$ cat config.mk
export PLATFORM = sky130hd
export DESIGN_NAME = byte_ring_buffer_with_delimited_frames
export DESIGN_NICKNAME = d
export VERILOG_FILES = /design/src/design/brb_pkg.sv /design/src/design/brb_front.sv /design/src/design/brb_back.sv /design/src/design/byte_ring_buffer_with_delimited_frames.sv
export SDC_FILE = /design/constraint.sdc
export NUM_CORES = 1
export LEC_CHECK = 0
export ABC_AREA = 1
export BUFFER_PORTS_ARGS = -buffer_cell sky130_fd_sc_hd__buf_4
export CORE_UTILIZATION = 35
export DETAILED_ROUTE_END_ITERATION = 6
export SLEW_MARGIN = 20
export SYNTH_ARGS = -nofsm -noshare
export SYNTH_HDL_FRONTEND = slang
export SYNTH_HIERARCHICAL = 1
export SYNTH_SLANG_ARGS = --single-unit
$ cat constraint.sdc
create_clock -name clk -period 4.28 [get_ports clk]
set_input_delay 0.856 -clock clk [delete_from_list [all_inputs] [get_ports clk]]
set_output_delay 0.856 -clock clk [all_outputs]
set_load 0.01 [all_outputs]
$ cat src/design/brb_pkg.sv
package brb_pkg;

  localparam int DEPTH = 64;
  localparam int PW    = $clog2(DEPTH);
  localparam int CW    = $clog2(DEPTH + 1);

  localparam logic [1:0] OP_PUSH  = 2'd0;
  localparam logic [1:0] OP_POP   = 2'd1;
  localparam logic [1:0] OP_CHECK = 2'd2;
  localparam logic [1:0] OP_TAKE  = 2'd3;

  localparam logic [1:0] ST_OK       = 2'd0;
  localparam logic [1:0] ST_EMPTY    = 2'd1;
  localparam logic [1:0] ST_OVERFLOW = 2'd2;
  localparam logic [1:0] ST_TOO_LONG = 2'd3;

  typedef struct packed {
    logic [1:0] op;
    logic [7:0] data;
    logic [6:0] max_count;
  } cmd_t;

  typedef struct packed {
    logic valid;
    cmd_t cmd;
  } cmd_beat_t;

  function automatic logic [PW-1:0] add_mod(logic [PW-1:0] a, logic [PW-1:0] b);
    logic [PW:0] sum;
    sum = {1'b0, a} + {1'b0, b};
    if (sum >= (PW+1)'(DEPTH)) sum = sum - (PW+1)'(DEPTH);
    return sum[PW-1:0];
  endfunction

  function automatic logic [CW-1:0] fill_of(logic [PW-1:0] wp, logic [PW-1:0] rp,
                                            logic full);
    logic [PW:0] d;
    d = {1'b0, wp} + (PW+1)'(DEPTH) - {1'b0, rp};
    if (d >= (PW+1)'(DEPTH)) d = d - (PW+1)'(DEPTH);
    if (full) return CW'(DEPTH);
    return CW'(d);
  endfunction

endpackage

$ cat src/design/brb_front.sv
module brb_front import brb_pkg::*; (
  input  logic       clk,
  input  logic       rst,
  input  logic       start,
  input  logic [1:0] opcode,
  input  logic [7:0] data_byte,
  input  logic [6:0] max_count,
  output logic       busy,
  output cmd_beat_t  q,
  input  logic       q_pop
);

  cmd_t       ent [2];
  logic       wr_ptr;
  logic       rd_ptr;
  logic [1:0] count;
  logic       push;

  assign busy  = (count == 2'd2);
  assign push  = start && !busy;
  assign q.valid = (count != 2'd0);
  assign q.cmd   = ent[rd_ptr];

  always_ff @(posedge clk) begin
    if (push) begin
      ent[wr_ptr] <= '{op: opcode, data: data_byte, max_count: max_count};
    end
  end

  always_ff @(posedge clk) begin
    if (rst) begin
      wr_ptr <= 1'b0;
      rd_ptr <= 1'b0;
      count  <= 2'd0;
    end else begin
      if (push) wr_ptr <= ~wr_ptr;
      if (q_pop) rd_ptr <= ~rd_ptr;
      count <= count + 2'(push) - 2'(q_pop);
    end
  end

endmodule

$ cat src/design/brb_back.sv
module brb_back import brb_pkg::*; (
  input  logic       clk,
  input  logic       rst,
  input  cmd_beat_t  q,
  output logic       q_pop,
  input  logic       cfg_valid,
  input  logic [7:0] cfg_data,
  output logic       strobe,
  output logic [7:0] out_byte,
  output logic       last,
  output logic [1:0] status,
  output logic       word_found,
  output logic [6:0] fill_level
);

  localparam logic [2:0] S_IDLE  = 3'd0;
  localparam logic [2:0] S_BSCAN = 3'd1;
  localparam logic [2:0] S_EXEC  = 3'd2;
  localparam logic [2:0] S_FSCAN = 3'd3;
  localparam logic [2:0] S_TLEN  = 3'd4;
  localparam logic [2:0] S_RD    = 3'd5;
  localparam logic [2:0] S_EMIT  = 3'd6;

  logic [7:0]    mem [DEPTH];
  logic [7:0]    mem_q;
  logic [PW-1:0] rd_addr;
  logic          mem_we;

  // suffix flags per offset: {has delim, delim then non-delim, word}
  logic [2:0]    sfx [DEPTH];
  logic [2:0]    sfx_q;
  logic [2:0]    sf_cur;
  logic [PW-1:0] sf_addr;
  logic          sf_we;

  logic [2:0]    state;
  cmd_t          cur;
  logic [PW-1:0] rp, wp;
  logic          full;
  logic [7:0]    delim;
  logic          dirty;
  logic          hd, dn, fd;
  logic [CW-1:0] nb;
  logic [CW-1:0] fill;

  logic [CW-1:0] scan_idx, scan_left, pend_idx;
  logic          pend_valid;
  logic          r_hd, r_hn, r_nd, r_dn, r_f;
  logic          have;
  logic [CW-1:0] s_off, e_off;
  logic [CW-1:0] j, jend;

  logic          is_d;
  logic          b_hd, b_hn, b_nd, b_dn, b_f;
  logic          p_d, p_hd, p_dn, p_fd;
  logic [PW-1:0] wp_inc;
  logic [6:0]    cnt;
  logic [CW:0]   tlen;
  logic [CW-1:0] j1;

  assign fill  = fill_of(wp, rp, full);
  assign q_pop = (state == S_IDLE) && q.valid;

  // suffix flags, walked from newest to oldest
  assign is_d = (mem_q == delim);
  assign b_f  = r_f  | (is_d & r_nd);
  assign b_nd = r_nd | (!is_d & r_hd);
  assign b_dn = r_dn | (is_d & r_hn);
  assign b_hd = r_hd | is_d;
  assign b_hn = r_hn | !is_d;

  // push update of the running flags
  assign p_d    = (cur.data == delim);
  assign p_fd   = fd | (dn & p_d);
  assign p_dn   = dn | (hd & !p_d);
  assign p_hd   = hd | p_d;
  assign wp_inc = add_mod(wp, PW'(1));

  assign cnt  = (cur.max_count < 7'(nb)) ? cur.max_count : 7'(nb);
  assign tlen = {1'b0, e_off} - {1'b0, s_off} + (CW+1)'(1);
  assign j1   = j + CW'(1);

  assign mem_we = (state == S_EXEC) && (cur.op == OP_PUSH) && !full;
  assign sf_we  = (state == S_BSCAN) && pend_valid;
  // nothing is left once the last stored byte goes
  assign sf_cur = (j1 == nb) ? 3'b000 : sfx_q;

  always_comb begin
    case (state)
      S_BSCAN, S_FSCAN: rd_addr = add_mod(rp, scan_idx[PW-1:0]);
      S_EMIT:           rd_addr = add_mod(rp, PW'(1));
      default:          rd_addr = rp;
    endcase
    case (state)
      S_RD:    sf_addr = j1[PW-1:0];
      S_EMIT:  sf_addr = PW'(j1 + CW'(1));
      default: sf_addr = '0;
    endcase
  end

  always_ff @(posedge clk) begin
    if (mem_we) mem[wp] <= cur.data;
    mem_q <= mem[rd_addr];
  end

  always_ff @(posedge clk) begin
    if (sf_we) sfx[pend_idx[PW-1:0]] <= {b_hd, b_dn, b_f};
    sfx_q <= sfx[sf_addr];
  end

  always_ff @(posedge clk) begin
    if (rst) begin
      state      <= S_IDLE;
      rp         <= '0;
      wp         <= '0;
      full       <= 1'b0;
      delim      <= 8'd0;
      dirty      <= 1'b0;
      hd         <= 1'b0;
      dn         <= 1'b0;
      fd         <= 1'b0;
      pend_valid <= 1'b0;
      strobe     <= 1'b0;
      last       <= 1'b0;
    end else begin
      strobe <= 1'b0;
      last   <= 1'b0;
      if (cfg_valid) begin
        delim <= cfg_data;
        dirty <= 1'b1;
      end
      case (state)
        S_IDLE: begin
          if (q.valid) begin
            cur <= q.cmd;
            nb  <= fill;
            if (dirty || q.cmd.op == OP_POP || q.cmd.op == OP_TAKE) begin
              scan_idx   <= fill - CW'(1);
              scan_left  <= fill;
              pend_valid <= 1'b0;
              {r_hd, r_hn, r_nd, r_dn, r_f} <= '0;
              state <= S_BSCAN;
            end else begin
              state <= S_EXEC;
            end
          end
        end
        S_BSCAN: begin
          if (scan_left != '0) begin
            pend_valid <= 1'b1;
            pend_idx   <= scan_idx;
            scan_idx   <= scan_idx - CW'(1);
            scan_left  <= scan_left - CW'(1);
          end else begin
            pend_valid <= 1'b0;
          end
          if (pend_valid) begin
            {r_hd, r_hn, r_nd, r_dn, r_f} <= {b_hd, b_hn, b_nd, b_dn, b_f};
          end
          if (scan_left == '0 && !pend_valid) begin
            hd    <= r_hd;
            dn    <= r_dn;
            fd    <= r_f;
            dirty <= 1'b0;
            state <= S_EXEC;
          end
        end
        S_EXEC: begin
          out_byte <= 8'd0;
          case (cur.op)
            OP_PUSH: begin
              strobe <= 1'b1;
              last   <= 1'b1;
              state  <= S_IDLE;
              if (full) begin
                status     <= ST_OVERFLOW;
                word_found <= fd;
                fill_level <= 7'(nb);
              end else begin
                wp         <= wp_inc;
                full       <= (wp_inc == rp);
                hd         <= p_hd;
                dn         <= p_dn;
                fd         <= p_fd;
                status     <= ST_OK;
                word_found <= p_fd;
                fill_level <= 7'(nb + CW'(1));
              end
            end
            OP_POP: begin
              if (nb == '0 || cur.max_count == 7'd0) begin
                strobe     <= 1'b1;
                last       <= 1'b1;
                status     <= (nb == '0) ? ST_EMPTY : ST_OK;
                word_found <= fd;
                fill_level <= 7'(nb);
                state      <= S_IDLE;
              end else begin
                j     <= '0;
                jend  <= CW'(cnt - 7'd1);
                state <= S_RD;
              end
            end
            OP_CHECK: begin
              strobe     <= 1'b1;
              last       <= 1'b1;
              status     <= fd ? ST_OK : ST_EMPTY;
              word_found <= fd;
              fill_level <= 7'(nb);
              state      <= S_IDLE;
            end
            default: begin
              if (!fd) begin
                strobe     <= 1'b1;
                last       <= 1'b1;
                status     <= ST_EMPTY;
                word_found <= 1'b0;
                fill_level <= 7'(nb);
                state      <= S_IDLE;
              end else begin
                scan_idx   <= '0;
                scan_left  <= nb;
                pend_valid <= 1'b0;
                have       <= 1'b0;
                s_off      <= '0;
                state      <= S_FSCAN;
              end
            end
          endcase
        end
        S_FSCAN: begin
          if (scan_left != '0) begin
            pend_valid <= 1'b1;
            pend_idx   <= scan_idx;
            scan_idx   <= scan_idx + CW'(1);
            scan_left  <= scan_left - CW'(1);
          end else begin
            pend_valid <= 1'b0;
          end
          if (pend_valid && is_d) begin
            if (have && (pend_idx - s_off) >= CW'(2)) begin
              e_off <= pend_idx;
              state <= S_TLEN;
            end else begin
              have  <= 1'b1;
              s_off <= pend_idx;
            end
          end else if (scan_left == '0 && !pend_valid) begin
            strobe     <= 1'b1;
            last       <= 1'b1;
            out_byte   <= 8'd0;
            status     <= ST_EMPTY;
            word_found <= fd;
            fill_level <= 7'(nb);
            state      <= S_IDLE;
          end
        end
        S_TLEN: begin
          if (tlen > (CW+1)'(cur.max_count)) begin
            strobe     <= 1'b1;
            last       <= 1'b1;
            out_byte   <= 8'd0;
            status     <= ST_TOO_LONG;
            word_found <= fd;
            fill_level <= 7'(nb);
            state      <= S_IDLE;
          end else begin
            rp <= add_mod(rp, s_off[PW-1:0]);
            if (s_off != '0) full <= 1'b0;
            j     <= s_off;
            jend  <= e_off;
            state <= S_RD;
          end
        end
        S_RD: begin
          state <= S_EMIT;
        end
        S_EMIT: begin
          strobe     <= 1'b1;
          out_byte   <= mem_q;
          status     <= ST_OK;
          word_found <= sf_cur[0];
          fill_level <= 7'(nb - j1);
          rp         <= add_mod(rp, PW'(1));
          full       <= 1'b0;
          j          <= j1;
          if (j == jend) begin
            last  <= 1'b1;
            hd    <= sf_cur[2];
            dn    <= sf_cur[1];
            fd    <= sf_cur[0];
            state <= S_IDLE;
          end
        end
        default: state <= S_IDLE;
      endcase
    end
  end

endmodule

$ cat src/design/byte_ring_buffer_with_delimited_frames.sv
// Byte ring FIFO, 64 bytes, with delimiter-framed words.
// Command channel: an operation is taken at a clock edge with start high and
// busy low. Up to two operations queue ahead of the executor; busy is high
// while that queue is full.
// Config channel: cfg_valid/cfg_ready carry the delimiter byte; cfg_ready is
// always high. Write it only while the block is idle.
// Results: each beat sits on the result ports for one cycle, flagged by
// strobe, with last on the final beat of an operation. The receiver cannot
// stall; every beat must be taken as it appears.
// Push and check run a backward search over the stored bytes first only when
// the delimiter has been rewritten since the last search; pop and take always
// run it. Pop then streams its bytes, one byte per cycle; an empty or
// zero-count pop gives a single beat. Take adds a forward search before its
// bytes.
// Searches walk the store through its single registered read port.
// Reset (rst, synchronous) empties the store and sets the delimiter to 0.
module byte_ring_buffer_with_delimited_frames import brb_pkg::*; (
  input  logic       clk,
  input  logic       rst,
  input  logic       start,
  output logic       busy,
  input  logic [1:0] opcode,
  input  logic [7:0] data_byte,
  input  logic [6:0] max_count,
  input  logic       cfg_valid,
  output logic       cfg_ready,
  input  logic [7:0] cfg_data,
  output logic       strobe,
  output logic [7:0] out_byte,
  output logic       last,
  output logic [1:0] status,
  output logic       word_found,
  output logic [6:0] fill_level
);

  cmd_beat_t q;
  logic      q_pop;

  assign cfg_ready = 1'b1;

  brb_front u_front (
    .clk       (clk),
    .rst       (rst),
    .start     (start),
    .opcode    (opcode),
    .data_byte (data_byte),
    .max_count (max_count),
    .busy      (busy),
    .q         (q),
    .q_pop     (q_pop)
  );

  brb_back u_back (
    .clk        (clk),
    .rst        (rst),
    .q          (q),
    .q_pop      (q_pop),
    .cfg_valid  (cfg_valid),
    .cfg_data   (cfg_data),
    .strobe     (strobe),
    .out_byte   (out_byte),
    .last       (last),
    .status     (status),
    .word_found (word_found),
    .fill_level (fill_level)
  );

endmodule
==> results.py <==
metrics = {
    "worst_setup_path": {
        "rr_startpoint": "u_back/s_off[1]",
        "reg2reg_depth": 13,
        "crit_path_end_kind": "register",
        "path_class": "reg2reg",
        "critPathLaunch": "u_back/s_off[1]",
        "worst-path-max-fanout": 7,
        "start_kind": "register",
        "required_ps": 4630,
        "worstPathArrival_ps": 4140,
    },
    "timing": {
        "drv_slew": 0,
        "worstMarginPinSlew_ps": 992,
        "slew_headroom_pct": 33.7,
        "hold_viol_final": 0,
        "rsz0062_at_grt": "no",
        "fin_setup_tns_ps": 0,
        "setup_viol": 0,
        "period_share_pct": 88.6,
        "fmax_mhz": 264,
        "fin_worst_skew_ps": 63.2,
        "fin_crit_ps": 3790,
    },
    "placement": {
        "hpwl_mm": 69.3,
        "gp_congestion": 0.895,
        "portBuffers": 49,
    },
    "floorplan": {
        "dieArea_mm2": 0.122,
        "design.core.area_mm2": 0.120,
        "start_util_pct": 35.3,
        "rows": 127,
        "ios": 51,
        "die_x_um": 350,
        "die_y_um": 350,
    },
    "clocking": {
        "cts_tree": "done",
        "root_buffer": "clkbuf_16",
        "cts_hold_buf": 0,
        "cts_setup_buffers": 0,
        "insertion_delay_ps": 720,
        "cts_resized": 0,
        "clockBufferDepth": 3,
        "cts_buffers": 99,
        "cts.htree.levels": 3,
        "cts_sinks": 882,
        "clk_pin_slew_ps": 60,
    },
    "routing": {
        "drc": 0,
        "drt_iter0_drc": 2966,
        "wl_mm": 115,
        "ant_nets": 0,
        "viasPerCell": 5.15,
        "vias": 30571,
        "wl_per_cell_um": 19.4,
        "first_pass_iters": 5,
    },
    "synth": {
        "synth_seq_area_share_pct": 61.5,
        "netlist.area_leader.share_pct": 59.2,
        "ys_ff_latch": 882,
        "avgSynthCellArea_um2": 10.1,
        "synth_commonest_cells": "edfxtp_1 (835), inv_1 (717), nand2_1 (687), nand3_1 (660), nor2_1 (302)",
        "yosysTopAreaCell": "edfxtp_1",
        "yosys_warnings": 6,
        "yosysMostFrequentCell": "edfxtp_1",
        "yosys-top-cells-area": "edfxtp_1 (59%), nand3_1 (7.8%), inv_1 (6.4%)",
        "synth_cell_types": 57,
        "syn-cell-area_mm2": 0.0423,
        "synthesis.nets": 4315,
        "synth_flop_cell": "edfxtp_1",
        "syn_inst": 4206,
        "synth-edff-count": 835,
        "async_flop_share_pct": 0,
    },
    "run": {
        "cap_violations": 0,
    },
    "hold_path": {
        "hp-start": "max_count[3]",
        "holdPathStages": 1,
        "worstHoldPathType": "in2reg",
    },
    "layout": {
        "multi_input_area_mm2": 0.0125,
        "fillCellCount": 11574,
        "regArea_mm2": 0.0260,
        "nNetsFinal": 4341,
        "drive_gt1_share_pct": 8.57,
        "syn2layout_area_growth_pct": 13.0,
        "post-route-util_pct": 39.9,
    },
    "grt": {
        "grtUsageTotal_pct": 18.6,
        "grt_first_pass_wirelength_mm": 175,
        "grt_start_max_net_pins": 134,
        "antenna_found_initial": 3,
        "overflow": 0,
        "grt_pass1_vias": 29208,
    },
    "pwr": {
        "ir_worst_vdd_mv": 0.411,
        "p_leak_nw": 19.1,
        "cellPowerDensity_mw_per_mm2": 517,
    },
    "run_status": {
        "outcome": "finished clean",
    },
}
[worst paths after layout]
path	endpoint	slack, ps
worst min-delay path	u_front/ent[1][3]	330
worst min register to register	u_back/e_off[0]	500
worst max register to register	u_back/j[3]	490
worst max-delay path	u_back/j[3]	490
[power breakdown]
group	total (mW)	switching, mW	leakage (nW)	internal, mW
clock network	8.52	3.60	1.59	4.92
registers	10.7	0.331	7.93	10.4
logic	5.49	3.88	9.59	1.61
total	24.7	7.81	19.1	16.9
[metrics by stage]
stage | power, mW | setup WS (ps) | cells | hold WS [ps] | area, um2
after CTS | 24.8 | 479 | 5930 | 294 | 47800
after detailed placement | 16.3 | 486 | 5743 | 488 | 44500
after floorplan | 14.4 | 607 | 4206 | 406 | 42300
final | 24.7 | 488 | 5931 | 334 | 47800
after global placement | 16.2 | 604 | 5743 | 487 | 44500
after global routing | 25.8 | 309 | 5930 | 306 | 47800
[cells by family (layout without fill, tap and decap cells)]
| kind of cell | count (synthesis) | in the layout | share of synthesized area [%] |
|---|---|---|---|
| AND/OR/NAND/NOR | 1979 | 1979 | 21.6 |
| XOR/XNOR | 47 | 47 | 0.973 |
| other | 1 | 2 | 0.00886 |
| adder cells (fa/ha/maj) | 80 | 80 | 2.49 |
| multiplexers | 17 | 17 | 0.541 |
| AO/OA/AOI/OAI | 251 | 251 | 3.65 |
| buffers and inverters | 949 | 1061 | 9.28 |
| flip-flops | 882 | 882 | 61.5 |
[final cells by class]
cell class | count | area share (%)
clock buffers | 132 | 5.59
repair buffers | 146 | 2.68
diodes | 1 | 0.00523
clock inverters | 55 | 1.28
well taps | 1612 | 4.22
multi-input cells | 2375 | 26.1
inverters | 728 | 5.72
flip-flops and latches | 882 | 54.4
[metal layers]
layer	wire length (um)	share of wire [%]	GRT usage (%)
met1	49200	43	25.3
met2	53300	46	29.9
met3	8990	7.8	3.43
met4	3380	2.9	6.28
met5	34	0.030	0
[critical path, stage by stage, from the launching register on]
cell,delay [ps]
edfxtp_1,490
ha_1,330
inv_1,40
ha_1,200
fa_1,480
a31oi_1,190
xnor2_1,160
ha_1,270
a21o_1,180
a21oi_1,120
o211ai_1,130
nand3_1,220
nand4_1,130
nor2_1,490
[registers in the layout (all words and copies together), names as in the netlist, 3 cells and up, named ones only]
signal / flops
u_back/wp: 6
u_back/mem_q: 8
u_back/scan_left: 7
u_back/cur: 17
u_back/jend: 7
u_back/pend_idx: 7
u_back/sfx_q: 3
u_back/state: 3
u_back/s_off: 7
u_back/j: 7
u_back/nb: 7
u_back/delim: 8
u_back/e_off: 7
u_back/sfx: 192
u_back/rp: 6
u_back/fill_level: 7
u_back/out_byte: 8
u_front/ent: 34
u_back/scan_idx: 7
u_back/mem: 512
[cells in the final DEF, fill, tap and decap left out, types with 9 or more instances in the layout]
cell type and n:
clkbuf_16 99, clkinv_2 15, o21ai_1 9, a21oi_1 61, nand3_1 659, edfxtp_1 835
o21ai_0 77, ha_1 73, nand2_2 9, clkbuf_1 26, nand2_1 683, buf_4 131
o211ai_1 49, buf_12 15, inv_1 717, clkinv_1 17, or2_2 11, mux2_4 10
nor2_1 301, nand4_1 268, o221ai_1 9, nor3_1 14, dfxtp_1 47, o22ai_1 11
xor2_1 26, xnor2_1 21
No activity file was read; power rests on OpenSTA's default activity.
